[src/rtl/landmark_radius_vote_table_core_macros.svh]
// Assertion macros shared by the landmark vote table RTL.
// Depends on the including module having clk_i and rst_ni in scope.
`ifndef LANDMARK_RADIUS_VOTE_TABLE_CORE_MACROS_SVH
`define LANDMARK_RADIUS_VOTE_TABLE_CORE_MACROS_SVH
`ifndef SYNTHESIS
`define LRVT_ASSERT(lbl, expr, msg) \
  lbl: assert property (@(posedge clk_i) disable iff (!rst_ni) (expr)) else $error(msg);
`define LRVT_ASSERT_IMPL(lbl, ante, cons, msg) \
  lbl: assert property (@(posedge clk_i) disable iff (!rst_ni) (ante) |-> (cons)) \
    else $error(msg);
`define LRVT_ASSERT_NEXT(lbl, ante, cons, msg) \
  lbl: assert property (@(posedge clk_i) disable iff (!rst_ni) (ante) |=> (cons)) \
    else $error(msg);
`else
`define LRVT_ASSERT(lbl, expr, msg)
`define LRVT_ASSERT_IMPL(lbl, ante, cons, msg)
`define LRVT_ASSERT_NEXT(lbl, ante, cons, msg)
`endif
`endif

[src/rtl/lrvt_pkg.sv]
// Shared constants, codes and control structs for the landmark vote table.
// No dependencies; compiled before every other RTL file.
`default_nettype none
package lrvt_pkg;

  localparam int TABLE_DEPTH = 64;
  localparam int COORD_W     = 16;
  localparam int IDX_W       = (TABLE_DEPTH > 1) ? $clog2(TABLE_DEPTH) : 1;
  localparam int CNT_W       = $clog2(TABLE_DEPTH + 1);
  localparam int HIT_W       = 16;
  localparam int SLOT_W      = 6;
  localparam int GATE_W      = 32;
  localparam int CFG_IDX_W   = 1;
  localparam int CFG_DATA_W  = 32;
  localparam int SQ_W        = 2 * COORD_W;

  localparam logic [GATE_W-1:0] GATE_RESET    = GATE_W'(5898);
  localparam logic [HIT_W-1:0]  CONFIRM_RESET = HIT_W'(50);
  localparam logic [HIT_W-1:0]  HIT_MAX       = {HIT_W{1'b1}};

  // configuration register indexes
  localparam logic [CFG_IDX_W-1:0] REG_GATE_RADIUS_SQ = 1'b0;
  localparam logic [CFG_IDX_W-1:0] REG_CONFIRM_COUNT  = 1'b1;

  typedef enum logic [1:0] {
    ST_MATCHED = 2'd0,
    ST_ADDED   = 2'd1,
    ST_DROPPED = 2'd2
  } status_e;

  // controller to datapath
  typedef struct packed {
    logic    load;
    logic    issue;
    logic    flush;
    logic    take_hit;
    logic    commit;
    status_e kind;
  } cmd_t;

  // datapath to controller
  typedef struct packed {
    logic issue_more;
    logic pipe_busy;
    logic hit;
    logic full;
  } stat_t;

endpackage
`default_nettype wire

[src/rtl/lrvt_ctrl.sv]
// Controller of the landmark vote table: sequences scan, commit and result hand-off.
// Depends on lrvt_pkg and the assertion macro header.
`default_nettype none
`include "landmark_radius_vote_table_core_macros.svh"
module lrvt_ctrl (
  input  wire logic            clk_i,
  input  wire logic            rst_ni,
  input  wire logic            in_valid_i,
  output logic                 in_ready_o,
  output logic                 out_valid_o,
  input  wire logic            out_ready_i,
  input  wire lrvt_pkg::stat_t stat_i,
  output lrvt_pkg::cmd_t       cmd_o
);
  import lrvt_pkg::*;

  localparam logic [2:0] S_IDLE   = 3'd0;
  localparam logic [2:0] S_SCAN   = 3'd1;
  localparam logic [2:0] S_MATCH  = 3'd2;
  localparam logic [2:0] S_APPEND = 3'd3;
  localparam logic [2:0] S_DROP   = 3'd4;

  logic [2:0] state_q, state_d;
  logic       out_valid_q, out_valid_d;
  logic       in_acc;
  logic       out_free;

  assign in_ready_o  = (state_q == S_IDLE);
  assign in_acc      = in_valid_i && in_ready_o;
  assign out_valid_o = out_valid_q;
  assign out_free    = !out_valid_q || out_ready_i;

  // next state and datapath commands
  always_comb begin
    state_d        = state_q;
    cmd_o.load     = in_acc;
    cmd_o.issue    = 1'b0;
    cmd_o.flush    = 1'b0;
    cmd_o.take_hit = 1'b0;
    cmd_o.commit   = 1'b0;
    cmd_o.kind     = ST_DROPPED;
    unique case (state_q)
      S_IDLE: begin
        if (in_acc) state_d = S_SCAN;
      end
      S_SCAN: begin
        if (stat_i.hit) begin
          cmd_o.take_hit = 1'b1;
          cmd_o.flush    = 1'b1;
          state_d        = S_MATCH;
        end else begin
          cmd_o.issue = stat_i.issue_more;
          if (!stat_i.issue_more && !stat_i.pipe_busy) begin
            state_d = stat_i.full ? S_DROP : S_APPEND;
          end
        end
      end
      S_MATCH: begin
        cmd_o.kind   = ST_MATCHED;
        cmd_o.commit = out_free;
        if (out_free) state_d = S_IDLE;
      end
      S_APPEND: begin
        cmd_o.kind   = ST_ADDED;
        cmd_o.commit = out_free;
        if (out_free) state_d = S_IDLE;
      end
      S_DROP: begin
        cmd_o.kind   = ST_DROPPED;
        cmd_o.commit = out_free;
        if (out_free) state_d = S_IDLE;
      end
      default: state_d = S_IDLE;
    endcase
  end

  // hold the result valid until taken
  always_comb begin
    out_valid_d = out_valid_q;
    if (cmd_o.commit) begin
      out_valid_d = 1'b1;
    end else if (out_ready_i) begin
      out_valid_d = 1'b0;
    end
  end

  always_ff @(posedge clk_i or negedge rst_ni) begin
    if (!rst_ni) begin
      state_q     <= S_IDLE;
      out_valid_q <= 1'b0;
    end else begin
      state_q     <= state_d;
      out_valid_q <= out_valid_d;
    end
  end

  `LRVT_ASSERT_IMPL(a_hit_in_scan, stat_i.hit, state_q == S_SCAN, "hit outside scan")
  `LRVT_ASSERT_NEXT(a_accept_scans, in_acc, state_q == S_SCAN, "accepted item not scanned")
  `LRVT_ASSERT_IMPL(a_append_room, state_q == S_APPEND, !stat_i.full, "append into full table")

endmodule
`default_nettype wire

[config.mk]
export PLATFORM = sky130hd
export DESIGN_NAME = lrvt_ctrl
export DESIGN_NICKNAME = d
export VERILOG_FILES = /design/src/rtl/lrvt_pkg.sv /design/src/rtl/lrvt_ctrl.sv
export VERILOG_INCLUDE_DIRS = /design/src /design/src/rtl
export SDC_FILE = /design/constraint.sdc
export NUM_CORES = 1
export LEC_CHECK = 0
export ABC_AREA = 1
export ABC_CLOCK_PERIOD_IN_PS = 3180
export BUFFER_PORTS_ARGS = -buffer_cell sky130_fd_sc_hd__buf_4
export CORE_AREA = 5 5 42 44
export CTS_BUF_LIST = sky130_fd_sc_hd__clkbuf_8 sky130_fd_sc_hd__clkbuf_16
export DETAILED_ROUTE_END_ITERATION = 10
export DIE_AREA = 0 0 47 49
export PLACE_DENSITY = 0.47
export RECOVER_POWER = 50
export SLEW_MARGIN = 5
export SYNTH_ARGS = -nofsm -noshare
export SYNTH_HDL_FRONTEND = slang
export SYNTH_SLANG_ARGS = --single-unit
[constraint.sdc]
create_clock -name clk_i -period 3.18 [get_ports clk_i]
set_clock_uncertainty 0.15 [all_clocks]
set_input_delay 0.318 -clock clk_i [delete_from_list [all_inputs] [get_ports clk_i]]
set_output_delay 0.318 -clock clk_i [all_outputs]
set_load 0.005 [all_outputs]
# Yosys cells after proc, flatten, opt, wreduce, memory -nomap -nowiden
# Cells that the tools add are included.
# op_classes
n_eq_ne	7
muxes	12
reduce_logical	10
# op_table
op	n
$mux 3	6
$pmux 3 s3	2
$eq 3x2->1 const B	2
$ne 2x1->1 const B	2
$eq 3x1->1 const B	1
$eq 3x3->1 const B	1
$logic_not 1->1	3
$logic_not 3->1	1
$mux 1	3
$ne 3x3->1 const B	1
$reduce_and 3->1	1
$reduce_or 3->1	1
$logic_and 1x1->1	2
$mux 2	1
$reduce_bool 2->1	1
$logic_or 1x1->1	1
# word_totals
register_bits	4
in_bits	8
out_inout_bits	9

# Logic depth before layout (Yosys ltp)
# depth
depth_word	5
ltp_mapped	8

# Worst setup path before layout
# OpenSTA, ideal clock, no wires.
# synth_timing
kind	reg2out
from	register state_q[1]
to	output cmd_o[4] (netlist name)
arrival_time_ps	920
t_required_ps	2712
setup_slack_ps	1792
stages_incl_launch_ff	5
path_buffers	1
cell_sequence	dfrtp_1 > nor2_1 > nand2_1 > nor2_1 > buf_4
# synth_rtl
element	line_no	rtl
from (decl)	lrvt_ctrl.sv:23	logic [2:0] state_q, state_d;
from (signal assigned)	lrvt_ctrl.sv:92	state_q <= state_d;
to (decl)	lrvt_ctrl.sv:13	output lrvt_pkg::cmd_t cmd_o

==> results.rst <==
.. list-table::
   :header-rows: 1

   * - Metric
     - Value
   * - Post-synthesis area per instance
     - between 6 and 7 µm²
   * - Longest Clk Path Bufs
     - 2
   * - Clk Latency, worst-skew pair
     - 0.21 ns
   * - Post-Syn Nets
     - 60
   * - Number of antenna cells inserted
     - 0
   * - Synth Instances
     - 52
   * - Cts repair resizes
     - 0
   * - Count of input and output buffers
     - 16
   * - Max-cap check violation count
     - 0
   * - Global routing met1 resource utilization
     - about a tenth
   * - Worst Tran Pin Value
     - 0.2038 ns
   * - Total Neg Setup Slack
     - 0 ns
   * - Vias per inst
     - 4.165
   * - Pwr dens
     - 906.2 nW/µm²
   * - Worst slew margin
     - 86.42%
   * - Met2 Use GR
     - 11.09%
   * - Hold_ws
     - 0.1544 ns
   * - TritonCTS clock tree
     - yes
   * - Area used by multi-input combinational logic
     - ~180 µm²
   * - Worst r2r src
     - state_q[2]
   * - Fraction of post-synthesis cell area in the top cell type by area
     - 30.08%
   * - Leading cell type in the layout, fill and taps excluded
     - nand2_1
   * - Number of iterations in the first detailed-routing pass
     - 2
   * - GR Layer Usage met3
     - 0.7380%
   * - Post-synthesis instance area
     - 332.8 µm²
   * - Die W
     - roughly 47 µm
   * - RSZ-0062 raised after global routing
     - no
   * - Vias after detailed routing
     - 354
   * - Antenna violations before repair
     - 0
   * - Via count of the first global-routing pass
     - 351
   * - CTS Root Cell
     - clkbuf_8
   * - Final setup violation count
     - 0
   * - Num CTS Buffers
     - 3
   * - HP Start
     - out_ready_i
   * - Fill cells
     - 173
   * - Setup crit start
     - state_q[2]
   * - Number of warnings issued by yosys
     - 0
   * - Detail-routed net length per standard cell
     - 8.588 µm
   * - Achievable Freq
     - 599.5 MHz
   * - WS Path Type
     - reg2out
   * - Die area
     - 2303 µm²
   * - Peak supply drop
     - 0.0002518 V
   * - Period minus WS final
     - about 1.7 ns
   * - Number of placed instances, taps included
     - 81
   * - Busiest layer in global routing
     - met2
   * - Sequential standard cell area
     - 100.1 µm²
   * - Hold Vio Cnt, Final
     - 0
   * - Ratio of cells with drive above 1 in the final layout
     - 34.78%
   * - Net count of the finished layout
     - 79
   * - Initial cell density of the core
     - 23.75%
   * - Standby leakage power
     - around 0.27 nW
   * - Hold crit path type
     - in2reg
   * - CTS Hold Bufs
     - 1
   * - Final RePlAce weighted congestion
     - 0.7829
   * - Initial detailed-routing violation count
     - 3
   * - Commonest cells after routing, fill and taps aside
     - 15 x nand2_1, 14 x buf_4, 10 x nor2_1
   * - Kind of end point of the critical path
     - output port
   * - Overflow left after global routing
     - 0
   * - Seq/Total Area, Yosys
     - 30.08%
   * - Clock transition at path regs
     - 0.03 ns
   * - Launching element type of the critical path
     - register
   * - Drc violations
     - 0
   * - Aggregate global-route resource usage
     - 7.692%
   * - Number of core rows
     - 14
   * - Number of setup buffers added after CTS
     - 0
   * - Largest net degree at the start of global routing
     - 8
   * - Data required, critical path
     - 2.71 ns
   * - Total Routed Length
     - 730 µm
   * - Arrival time reported for the critical path endpoint
     - 1.20 ns
   * - Cell accounting for the most synthesized area
     - dfrtp_1
   * - Floorplan core area
     - 1401 µm²
   * - Final number of max-transition violations
     - 0
   * - Sink count of the clock tree
     - 4
   * - # H-tree levels
     - 1
   * - Number of synthesized register bits
     - 4
   * - Final std cells w/o fill
     - 85
   * - HPWL after DPL
     - about 620 µm
   * - Global-route wire length before repair
     - 1.297 mm
   * - Count of nets left with antenna violations after detail routing
     - 0
   * - Period utilisation layout
     - 52.46%
   * - Run status
     - complete, no violations
   * - Synth cell types
     - 14
   * - Y dimension of the die
     - 49 µm
   * - Largest fanout on the critical path
     - 5
   * - Cell types occupying the most area after synthesis
     - dfrtp_1 30%, nand2_1 15%, nor2_1 11%
   * - Total I/O pin count
     - 17
   * - Area growth from synthesis to final layout
     - 48.12%
==> logic make-up (layout without fill, tap and decap cells) <==
kind of cell / Yosys count / after routing / synth area share (%)
flops: 4 / 4 / 30.08
simple gates: 35 / 35 / 50.38
compound gates: 4 / 4 / 6.012
buf+inv: 9 / 26 / 13.53
==> synth_stat cells, drive strengths merged <==
cell type,count
dfrtp,4
nor2,13
o21ai,3
nand2,17
inv,6
buf,3
nand3b,1
nand3,4
a21oi,1
==> path summary, 6_finish.rpt <==
path                       depth (start not counted)           to  slack (ns)
hold reg to reg                                    2  out_valid_o        0.40
max in group asynchronous                          2  out_valid_o        2.40
min in group asynchronous                          2   state_q[1]        0.31
hold / removal                                     2  out_valid_o        0.15
setup reg to reg                                   8   state_q[0]        1.81
setup / recovery                                   6     cmd_o[2]        1.51
==> worst max-delay path, cell delays in order, from the launching register on <==
cell and delay [ns]:
dfrtp_1 0.42, inv_1 0.14, nand3b_1 0.09, nand2_1 0.10, inv_2 0.04, nor2_1 0.07
buf_4 0.11
==> stage by stage <==
stage / area [µm²] / utilization (%) / worst slack, ns / power (W)
final: 493.0 / 35.18 / 1.512 / 0.0004468
after global routing: 493.0 / 35.18 / 1.377 / 0.0004946
after CTS: 501.7 / 35.80 / 1.495 / 0.0004638
after detailed placement: 450.4 / 32.14 / 1.722 / 0.0003568
after global placement: 450.4 / 32.14 / 1.731 / 0.0003559
after floorplan: 332.8 / - / 1.792 / 0.0002734
==> power by group <==
| group | leakage [nW] | switching, W | internal (W) |
|---|---|---|---|
| registers | 0.0510 | 0.0000266 | 0.0000732 |
| clock network | 0.0216 | 0.0000229 | 0.0000804 |
| logic | 0.199 | 0.000127 | 0.000117 |
| total | 0.272 | 0.000176 | 0.000270 |
==> flip-flops by register name, indices dropped and copies added, names as in the netlist <==
name and cells:
out_valid_o 1, state_q 3
==> routing by layer <==
metal | wire length [µm] | share of wire, %
met2 | 361 | 49
met5 | 0 | 0
met4 | 0 | 0
met3 | 42 | 5.8
met1 | 326 | 45
==> layout make-up <==
class | count | share of cell area, %
timing repair buffer | 17 | 25.63
sequential | 4 | 20.30
multi-input combinational | 39 | 37.06
inverter | 6 | 4.569
tap | 16 | 4.061
clock buffer | 3 | 8.376
Note: power is estimated with default switching activity, not from simulation.
