### config.mk
export PLATFORM = sky130hd
export DESIGN_NAME = lrvt_dpath
export DESIGN_NICKNAME = d
export VERILOG_FILES = /design/src/rtl/lrvt_pkg.sv /design/src/rtl/lrvt_dpath.sv
export VERILOG_INCLUDE_DIRS = /design/src /design/src/rtl
export SDC_FILE = /design/constraint.sdc
export NUM_CORES = 2
export LEC_CHECK = 0
export BUFFER_PORTS_ARGS = -buffer_cell sky130_fd_sc_hd__buf_2
export CORE_MARGIN = 2
export CORE_UTILIZATION = 45
export CTS_CLUSTER_SIZE = 16
export DETAILED_ROUTE_END_ITERATION = 10
export PLACE_DENSITY = 0.62
export SYNTH_ARGS = -nofsm -noshare
export SYNTH_HDL_FRONTEND = slang
export SYNTH_SLANG_ARGS = --single-unit
export TNS_END_PERCENT = 20
### constraint.sdc
create_clock -name clk_i -period 13.8 [get_ports clk_i]
set_clock_uncertainty 0.2 [all_clocks]
set_input_delay 1.38 -clock clk_i [delete_from_list [all_inputs] [get_ports clk_i]]
set_output_delay 1.38 -clock clk_i [all_outputs]
set_load 0.03 [all_outputs]
### src/rtl/landmark_radius_vote_table_core_macros.svh
// Assertion macros shared by the landmark vote table RTL.
// Depends on the including module having clk_i and rst_ni in scope.
`ifndef LANDMARK_RADIUS_VOTE_TABLE_CORE_MACROS_SVH
`define LANDMARK_RADIUS_VOTE_TABLE_CORE_MACROS_SVH
`ifndef SYNTHESIS
`define LRVT_ASSERT(lbl, expr, msg) \
  lbl: assert property (@(posedge clk_i) disable iff (!rst_ni) (expr)) else $error(msg);
`define LRVT_ASSERT_IMPL(lbl, ante, cons, msg) \
  lbl: assert property (@(posedge clk_i) disable iff (!rst_ni) (ante) |-> (cons)) \
    else $error(msg);
`define LRVT_ASSERT_NEXT(lbl, ante, cons, msg) \
  lbl: assert property (@(posedge clk_i) disable iff (!rst_ni) (ante) |=> (cons)) \
    else $error(msg);
`else
`define LRVT_ASSERT(lbl, expr, msg)
`define LRVT_ASSERT_IMPL(lbl, ante, cons, msg)
`define LRVT_ASSERT_NEXT(lbl, ante, cons, msg)
`endif
`endif

### src/rtl/lrvt_pkg.sv
// Shared constants, codes and control structs for the landmark vote table.
// No dependencies; compiled before every other RTL file.
`default_nettype none
package lrvt_pkg;

  localparam int TABLE_DEPTH = 64;
  localparam int COORD_W     = 16;
  localparam int IDX_W       = (TABLE_DEPTH > 1) ? $clog2(TABLE_DEPTH) : 1;
  localparam int CNT_W       = $clog2(TABLE_DEPTH + 1);
  localparam int HIT_W       = 16;
  localparam int SLOT_W      = 6;
  localparam int GATE_W      = 32;
  localparam int CFG_IDX_W   = 1;
  localparam int CFG_DATA_W  = 32;
  localparam int SQ_W        = 2 * COORD_W;

  localparam logic [GATE_W-1:0] GATE_RESET    = GATE_W'(5898);
  localparam logic [HIT_W-1:0]  CONFIRM_RESET = HIT_W'(50);
  localparam logic [HIT_W-1:0]  HIT_MAX       = {HIT_W{1'b1}};

  // configuration register indexes
  localparam logic [CFG_IDX_W-1:0] REG_GATE_RADIUS_SQ = 1'b0;
  localparam logic [CFG_IDX_W-1:0] REG_CONFIRM_COUNT  = 1'b1;

  typedef enum logic [1:0] {
    ST_MATCHED = 2'd0,
    ST_ADDED   = 2'd1,
    ST_DROPPED = 2'd2
  } status_e;

  // controller to datapath
  typedef struct packed {
    logic    load;
    logic    issue;
    logic    flush;
    logic    take_hit;
    logic    commit;
    status_e kind;
  } cmd_t;

  // datapath to controller
  typedef struct packed {
    logic issue_more;
    logic pipe_busy;
    logic hit;
    logic full;
  } stat_t;

endpackage
`default_nettype wire

### src/rtl/lrvt_dpath.sv
// Datapath of the landmark vote table: landmark memories, distance pipeline,
// hit counters, configuration registers and result register. Depends on lrvt_pkg and the assertion macro header.
`default_nettype none
`include "landmark_radius_vote_table_core_macros.svh"
module lrvt_dpath (
  input  wire logic                          clk_i,
  input  wire logic                          rst_ni,
  input  wire logic                          cfg_we_i,
  input  wire logic [lrvt_pkg::CFG_IDX_W-1:0]  cfg_idx_i,
  input  wire logic [lrvt_pkg::CFG_DATA_W-1:0] cfg_wdata_i,
  input  wire logic signed [lrvt_pkg::COORD_W-1:0] point_x_i,
  input  wire logic signed [lrvt_pkg::COORD_W-1:0] point_y_i,
  input  wire logic                          yellow_i,
  input  wire lrvt_pkg::cmd_t                cmd_i,
  output lrvt_pkg::stat_t                    stat_o,
  output logic signed [lrvt_pkg::COORD_W-1:0] out_x_o,
  output logic signed [lrvt_pkg::COORD_W-1:0] out_y_o,
  output logic                               out_yellow_o,
  output logic                               confirmed_o,
  output logic [1:0]                         status_o,
  output logic [lrvt_pkg::SLOT_W-1:0]        slot_o
);
  import lrvt_pkg::*;

  // configuration
  logic [GATE_W-1:0] gate_q;
  logic [HIT_W-1:0]  confirm_q;

  // current item and table fill
  logic signed [COORD_W-1:0] pt_x_q, pt_y_q;
  logic                      pt_yel_q;
  logic [CNT_W-1:0]          total_q;
  logic [CNT_W-1:0]          issue_idx_q;
  logic [IDX_W-1:0]          rd_addr;

  // memories: coordinates {x, y}, counters {yellow, blue}
  logic [2*COORD_W-1:0] coord_mem [TABLE_DEPTH];
  logic [2*HIT_W-1:0]   cnt_mem   [TABLE_DEPTH];

  // scan pipeline
  logic                      v1_q, v2_q, v3_q;
  logic [IDX_W-1:0]          idx1_q, idx2_q, idx3_q;
  logic [2*COORD_W-1:0]      crd1_q;
  logic [2*HIT_W-1:0]        cnt1_q, cnt2_q, cnt3_q;
  logic [COORD_W:0]          dx, dy, adx, ady;
  logic [COORD_W-1:0]        adx2_q, ady2_q;
  logic                      over2_q, over3_q;
  logic [SQ_W-1:0]           sqx3_q, sqy3_q;
  logic [SQ_W:0]             dist_sq;
  logic                      hit;

  // match capture and counter update
  logic [IDX_W-1:0]          m_idx_q;
  logic [2*HIT_W-1:0]        m_cnt_q;
  logic [HIT_W-1:0]          cnt_sel, cnt_new;
  logic                      cnt_sat;
  logic                      confirm_now;
  logic [2*HIT_W-1:0]        cnt_word;
  logic [IDX_W-1:0]          app_addr;
  logic                      do_match, do_append;

  // result register
  logic signed [COORD_W-1:0] out_x_q, out_y_q;
  logic                      out_yel_q, conf_q;
  status_e                   status_q;
  logic [SLOT_W-1:0]         slot_q;

  assign rd_addr   = issue_idx_q[IDX_W-1:0];
  assign app_addr  = total_q[IDX_W-1:0];
  assign do_match  = cmd_i.commit && (cmd_i.kind == ST_MATCHED);
  assign do_append = cmd_i.commit && (cmd_i.kind == ST_ADDED);

  // configuration registers
  always_ff @(posedge clk_i or negedge rst_ni) begin
    if (!rst_ni) begin
      gate_q    <= GATE_RESET;
      confirm_q <= CONFIRM_RESET;
    end else if (cfg_we_i) begin
      unique case (cfg_idx_i)
        REG_GATE_RADIUS_SQ: gate_q    <= cfg_wdata_i[GATE_W-1:0];
        REG_CONFIRM_COUNT:  confirm_q <= cfg_wdata_i[HIT_W-1:0];
      endcase
    end
  end

  // control registers: fill count, scan address, pipeline valids
  always_ff @(posedge clk_i or negedge rst_ni) begin
    if (!rst_ni) begin
      total_q     <= '0;
      issue_idx_q <= '0;
      v1_q        <= 1'b0;
      v2_q        <= 1'b0;
      v3_q        <= 1'b0;
    end else begin
      if (do_append) total_q <= total_q + CNT_W'(1);
      if (cmd_i.load) begin
        issue_idx_q <= '0;
      end else if (cmd_i.issue) begin
        issue_idx_q <= issue_idx_q + CNT_W'(1);
      end
      v1_q <= cmd_i.issue && !cmd_i.flush;
      v2_q <= v1_q && !cmd_i.flush;
      v3_q <= v2_q && !cmd_i.flush;
    end
  end

  // latch the item
  always_ff @(posedge clk_i) begin
    if (cmd_i.load) begin
      pt_x_q   <= point_x_i;
      pt_y_q   <= point_y_i;
      pt_yel_q <= yellow_i;
    end
  end

  // memories: registered read during scan, write on a match or append commit
  always_ff @(posedge clk_i) begin
    if (cmd_i.issue) begin
      crd1_q <= coord_mem[rd_addr];
      cnt1_q <= cnt_mem[rd_addr];
      idx1_q <= rd_addr;
    end
    if (do_append) begin
      coord_mem[app_addr] <= {pt_x_q, pt_y_q};
    end
    if (do_append || do_match) begin
      cnt_mem[do_match ? m_idx_q : app_addr] <= cnt_word;
    end
  end

  // stage 2: absolute coordinate differences
  always_comb begin
    dx  = {pt_x_q[COORD_W-1], pt_x_q} - {crd1_q[2*COORD_W-1], crd1_q[2*COORD_W-1:COORD_W]};
    dy  = {pt_y_q[COORD_W-1], pt_y_q} - {crd1_q[COORD_W-1], crd1_q[COORD_W-1:0]};
    adx = dx[COORD_W] ? -dx : dx;
    ady = dy[COORD_W] ? -dy : dy;
  end

  always_ff @(posedge clk_i) begin
    adx2_q  <= adx[COORD_W-1:0];
    ady2_q  <= ady[COORD_W-1:0];
    over2_q <= adx[COORD_W] || ady[COORD_W];
    cnt2_q  <= cnt1_q;
    idx2_q  <= idx1_q;
  end

  // stage 3: squares
  always_ff @(posedge clk_i) begin
    sqx3_q  <= SQ_W'(adx2_q) * SQ_W'(adx2_q);
    sqy3_q  <= SQ_W'(ady2_q) * SQ_W'(ady2_q);
    over3_q <= over2_q;
    cnt3_q  <= cnt2_q;
    idx3_q  <= idx2_q;
  end

  // stage 4: sum and gate compare
  assign dist_sq = {1'b0, sqx3_q} + {1'b0, sqy3_q};
  assign hit     = v3_q && !over3_q && (dist_sq < (SQ_W + 1)'(gate_q));

  always_comb begin
    stat_o.issue_more = (issue_idx_q < total_q);
    stat_o.pipe_busy  = v1_q || v2_q || v3_q;
    stat_o.hit        = hit;
    stat_o.full       = (total_q == CNT_W'(TABLE_DEPTH));
  end

  // capture the first matching landmark
  always_ff @(posedge clk_i) begin
    if (cmd_i.take_hit) begin
      m_idx_q <= idx3_q;
      m_cnt_q <= cnt3_q;
    end
  end

  // saturating counter bump for the item's colour
  always_comb begin
    cnt_sel     = pt_yel_q ? m_cnt_q[2*HIT_W-1:HIT_W] : m_cnt_q[HIT_W-1:0];
    cnt_sat     = (cnt_sel == HIT_MAX);
    cnt_new     = cnt_sat ? cnt_sel : cnt_sel + HIT_W'(1);
    confirm_now = !cnt_sat && (cnt_new == confirm_q);
    if (do_match) begin
      cnt_word = pt_yel_q ? {cnt_new, m_cnt_q[HIT_W-1:0]}
                          : {m_cnt_q[2*HIT_W-1:HIT_W], cnt_new};
    end else begin
      cnt_word = pt_yel_q ? {HIT_W'(1), HIT_W'(0)} : {HIT_W'(0), HIT_W'(1)};
    end
  end

  // result register
  always_ff @(posedge clk_i) begin
    if (cmd_i.commit) begin
      out_x_q   <= pt_x_q;
      out_y_q   <= pt_y_q;
      out_yel_q <= pt_yel_q;
      status_q  <= cmd_i.kind;
      conf_q    <= do_match && confirm_now;
      if (do_match) begin
        slot_q <= SLOT_W'(m_idx_q);
      end else if (do_append) begin
        slot_q <= SLOT_W'(app_addr);
      end else begin
        slot_q <= '0;
      end
    end
  end

  assign out_x_o      = out_x_q;
  assign out_y_o      = out_y_q;
  assign out_yellow_o = out_yel_q;
  assign confirmed_o  = conf_q;
  assign status_o     = status_q;
  assign slot_o       = slot_q;

  `LRVT_ASSERT(a_total_bound, total_q <= CNT_W'(TABLE_DEPTH), "table count past depth")
  `LRVT_ASSERT_IMPL(a_issue_below_total, cmd_i.issue, issue_idx_q < total_q,
                    "scan read past stored landmarks")
  `LRVT_ASSERT_NEXT(a_append_grows, do_append, total_q == $past(total_q) + CNT_W'(1),
                    "append did not grow table")

endmodule
`default_nettype wire

**Word level (Yosys, flattened, before mapping)**

Memories as Yosys holds them, arrays and structs flattened. A register that Yosys moved wholly into a read port is not among the register bits.
Index checks and enable logic that the tools add are counted.

- Output and inout port bits: 46
- Memories kept: 2
- Bits of input ports: 76
- Word-level logic and storage cells: 84
- Memory bits (writable): 4096
- Bits in registers: 358

- Reduce and logical (&&, ||, !) cells: 20
- Bitwise operators: 1
- Multiplexer cells: 16
- Equality and inequality tests: 4
- Multiply operators: 2
- $lt $le $gt $ge: 2
- $add $sub $neg: 8

Memories:

| name | depth | bits a word | read ports | clocked after Yosys merged registers in | wr ports | line | source |
|---|---|---|---|---|---|---|---|
| cnt_mem | 64 | 32 | 1 | 1 | 1 | lrvt_dpath.sv:38 | `logic [2*HIT_W-1:0] cnt_mem [TABLE_DEPTH];` |
| coord_mem | 64 | 32 | 1 | 1 | 1 | lrvt_dpath.sv:37 | `logic [2*COORD_W-1:0] coord_mem [TABLE_DEPTH];` |

Operators with widths:

| operator | count |
|---|---|
| 16-bit by 16-bit multiplier with 32-bit output | 2 |
| 32-bit two-way mux | 2 |
| 17-bit two-way mux | 3 |
| 17-bit negator | 2 |
| 16-bit by 16-bit subtractor with 17-bit output | 2 |
| 32-bit by 32-bit adder with 33-bit output | 1 |
| 33-bit by 32-bit less-than comparator with 1-bit output | 1 |
| 16-bit two-way mux | 2 |
| 6-bit two-way mux | 3 |
| 16-bit by 1-bit adder with 16-bit output (second input constant) | 1 |
| 16-bit == test | 1 |
| 16-bit == test (second input constant) | 1 |
| 7-bit by 1-bit adder with 7-bit output (second input constant) | 2 |
| 7-bit two-way mux | 2 |
| 1-bit logical AND | 9 |
| 7-bit == test (second input constant) | 1 |
| 7-bit less-than comparator | 1 |
| 1-bit logical OR | 4 |
| 1-bit two-way mux | 4 |
| 2-bit AND reduction | 2 |
| 1-bit zero test | 3 |
| 2-bit by 1-bit == test with 1-bit output (second input constant) | 1 |
| 2-bit zero test | 1 |
| 2-bit nonzero test | 1 |
| 1-bit inverter | 1 |

**Longest topological paths before layout**

- Depth in word-level cells: 6
- Mapped depth: 24

**Worst setup path after synthesis**

OpenSTA, ideal clock, no wires.

- Path type: register -> register
- From: register adx2_q[2]
- To: register sqx3_q[30]
- Arrival: 6061 ps
- Stages on the path, launching flop included: 23
- Period minus slack after synthesis: 6395 ps
- Slack: 7405 ps
- Path through: dfxtp_1 clkbuf_1 nand2_1 inv_1 fa_1 inv_1 fa_1 inv_1 fa_1 inv_1 fa_1 inv_1 fa_1 inv_1 fa_1 inv_1 ha_1 a211o_1 o311ai_0 o211ai_1 a21o_1 and3_1 or4b_1

- Cells in the longest elaborated chain, start to end: 1

Ends and longest elaborated chain:

| element | line | source |
|---|---|---|
| start: declaration | lrvt_dpath.sv:46 | `logic [COORD_W-1:0] adx2_q, ady2_q;` |
| start signal: assignment | lrvt_dpath.sv:140 | `adx2_q <= adx[COORD_W-1:0];` |
| 16-bit by 16-bit multiplier with 32-bit output | lrvt_dpath.sv:149 | `sqx3_q <= SQ_W'(adx2_q) * SQ_W'(adx2_q);` |
| end signal: assignment | lrvt_dpath.sv:149 |  |
| end: declaration | lrvt_dpath.sv:48 | `logic [SQ_W-1:0] sqx3_q, sqy3_q;` |

No other way between the ends.
A chain may end at the register's enable or synchronous reset.

**Final worst setup path**

Same ends and word-level chain as after synthesis.

==> reports/metrics.csv <==
metric,value,unit
yosysWarningCount,0,
synth_top_area_share,68.6,%
clockBufferDepth,4,
ys_ff_latch,4516,
multi_input_area,0.0513,mm2
chipHeight,649,um
core,0.414,mm2
post-dp-hpwl,271000,um
antenna_found_initial,56,
fin_crit_sh,53.5,%
yosysTopAreaCell,edfxtp_1,
critical_path_required,14.42,ns
hold_class,reg2reg,
async_reset_ff_share,1.44,%
vias,91285,
fmax,135,MHz
status,completed,
holdBufCountCts,0,
die_area,0.422,mm2
nFillCells,32260,
wl,473000,um
path_cells,nand2_1 -> inv_1 -> fa_1 -> inv_1 -> fa_1 -> inv_1 -> fa_1 -> inv_1 -> fa_1 -> inv_1 -> fa_1 -> inv_1 -> fa_1 -> inv_1 -> ha_1 -> a211o_1 -> o311ai_0 -> o211ai_1 -> a21o_1 -> and3_1 -> or4b_1,
seq_area,0.134,mm2
arrival,8.01,ns
drtIter0Drc,10987,
final_nets,10215,
synth_area_leaders,"edfxtp_1 (69%), mux4_2 (16%), fa_1 (3.5%)",
worst_setup_path_end_kind,flip-flop,
relSlewSlack,6.72,%
post_drt_wl_per_cell,30.7,um
cts.clk_slew.worst_paths,0.06,ns
grt_setup_unrepaired,false,
cts_setup_buffers,0,
grt_max_degree,158,
portBuffers,121,
antenna_left,0,
clock_latency,1.00,ns
start_util,45.3,%
cts_sinks,4516,
setup_violations,0,
syn_inst,9069,
io_pins,122,
drv_cap,0,
grt_pass1_vias,93017,
cts_buffers,442,
syn_area,0.187,mm2
grt_pass1_wl,676000,um
grt_use_total,22.3,%
overflow,0,
firstDrtPassIters,8,
syn-num-nets,9778,
dieWidth,649,um
cpMostUsedCell,inv_1,
tightest_slew,1.38,ns
crit_fanout,18,
ys.flop_type,edfxtp_1,
gp_congestion,0.873,
cpMaxStageDelayCell,o311ai_0,
cts_tree,done,
seq_area_frac_synth,71.3,%
syn-mean-instance-area,20.7,um2
fin_crit,7.39,ns
root_buffer,clkbuf_16,
postCtsResizedCells,0,
finalSetupTns,0,ns
path_class,reg2reg,
slowest_delay,0.79,ns
area_delta_synth_final,12.7,%
final_hold_viol_count,0,
final_layout_size_suffix_gt1_share,26.2,%
synth_cell_types,92,
start_kind,flip-flop,
cts_max_level,5,
drc,0,
viasPerCell,5.93,
num_rows,236,
synth-edff-count,4279,
slew_viol_final,0,
path summary, 6_finish.rpt:
kind	slack, ns	cells past startpoint	end	startpoint
max in group asynchronous	12.23	1	issue_idx_q[0]	rst_ni
max reg2reg	6.41	21	sqx3_q[30]	adx2_q[2]
max	6.41	21	sqx3_q[30]	adx2_q[2]
min reg2reg	0.13	0	cnt3_q[23]	cnt2_q[23]
min	0.13	0	cnt3_q[23]	cnt2_q[23]
min in group asynchronous	0.36	1	confirm_q[9]	rst_ni
cell families after synthesis:
| family | after synthesis | share of synthesized area [%] |
|---|---|---|
| xor gates and xnor gates | 179 | 0.841 |
| buffers and inverters | 980 | 2.01 |
| muxes | 1388 | 16.4 |
| DFF | 4516 | 71.3 |
| adders and majority gates | 633 | 5.53 |
| and+or+nand+nor | 921 | 2.31 |
| AOI/OAI and AO/OA | 452 | 1.62 |
flip-flops by register name, indices dropped and copies added (netlist names), 16 cells and up:
name and flops:
out_x_o 16, adx2_q 16, m_cnt_q 32, out_y_o 16, pt_y_q 16, ady2_q 16
sqx3_q 31, coord_mem 2048, crd1_q 32, cnt1_q 32, pt_x_q 16, cnt2_q 32
cnt_mem 2048, gate_q 32, cnt3_q 32, sqy3_q 31, confirm_q 16
layout by cell type (no fill, tap or decap), types with 85 or more instances in the layout:
master,n
a21oi_1,113
and2_1,95
buf_2,117
buf_4,252
clkbuf_1,117
clkbuf_16,454
clkinv_1,85
dfxtp_1,172
edfxtp_1,4279
fa_1,326
ha_1,307
inv_1,592
mux4_2,1344
nand2_1,298
nor2_1,118
nor2_4,147
o21ai_0,101
xnor2_1,119
per-stage QoR:
stage / hold slack [ns] / util, % / cell area, um2 / worst slack [ns] / std cells
final: 0.126 / 51.0 / 211000 / 6.41 / 15389
after global placement: 0.111 / 47.5 / 197000 / 6.35 / 14536
after global routing: 0.131 / 51.0 / 211000 / 6.02 / 15372
after detailed placement: 0.112 / 47.5 / 197000 / 6.41 / 14536
after CTS: 0.125 / 51.0 / 211000 / 6.34 / 15363
after floorplan: 0.110 / - / 187000 / 7.40 / 9069
final cells by class:
type	instances	area share, %
repair buffers	379	1.27
well taps	5474	3.24
flip-flops and latches	4516	63.3
clock buffers	597	5.75
inverters	594	1.06
diodes	26	0.0308
multi-input cells	3573	24.3
clock inverters	230	1.10
worst max-delay path: cells and delay by family, from the launching register on:
kind | cells | cell delay [ns]
fa+ha+maj | 7 | 3.44
flops | 1 | 0.55
buf+inv | 7 | 0.43
compound gates | 4 | 1.72
simple gates | 3 | 0.92
metal layers:
metal,wire length [um],global-route usage (%),vias to the layer above
li1,-,-,37368
met1,198000,32.8,49368
met2,222000,34.9,3952
met3,42800,4.07,591
met4,11000,5.06,6
met5,39,0,-
synth_stat cells, drive strengths merged, types with 14 or more instances:
cell type and instances:
mux2i 21, nor3 36, nor2b 25, buf 117
a21o 54, mux2 23, inv 594, mux4 1344
a31oi 15, nor2 265, nand2b 23, nand2 298
xor2 59, ha 307, and3 15, nand4 21
o21a 19, a21oi 119, fa 326, xnor2 120
dfxtp 172, a211oi 20, or2 14, nand3b 19
clkbuf 269, edfxtp 4279, and2 95, nand3 62
dfrtp 56, o21ai 106
Power is left out: the tool's default activity adds up to more than one toggle a clock period on the data nets, which glitch-free logic cannot reach.
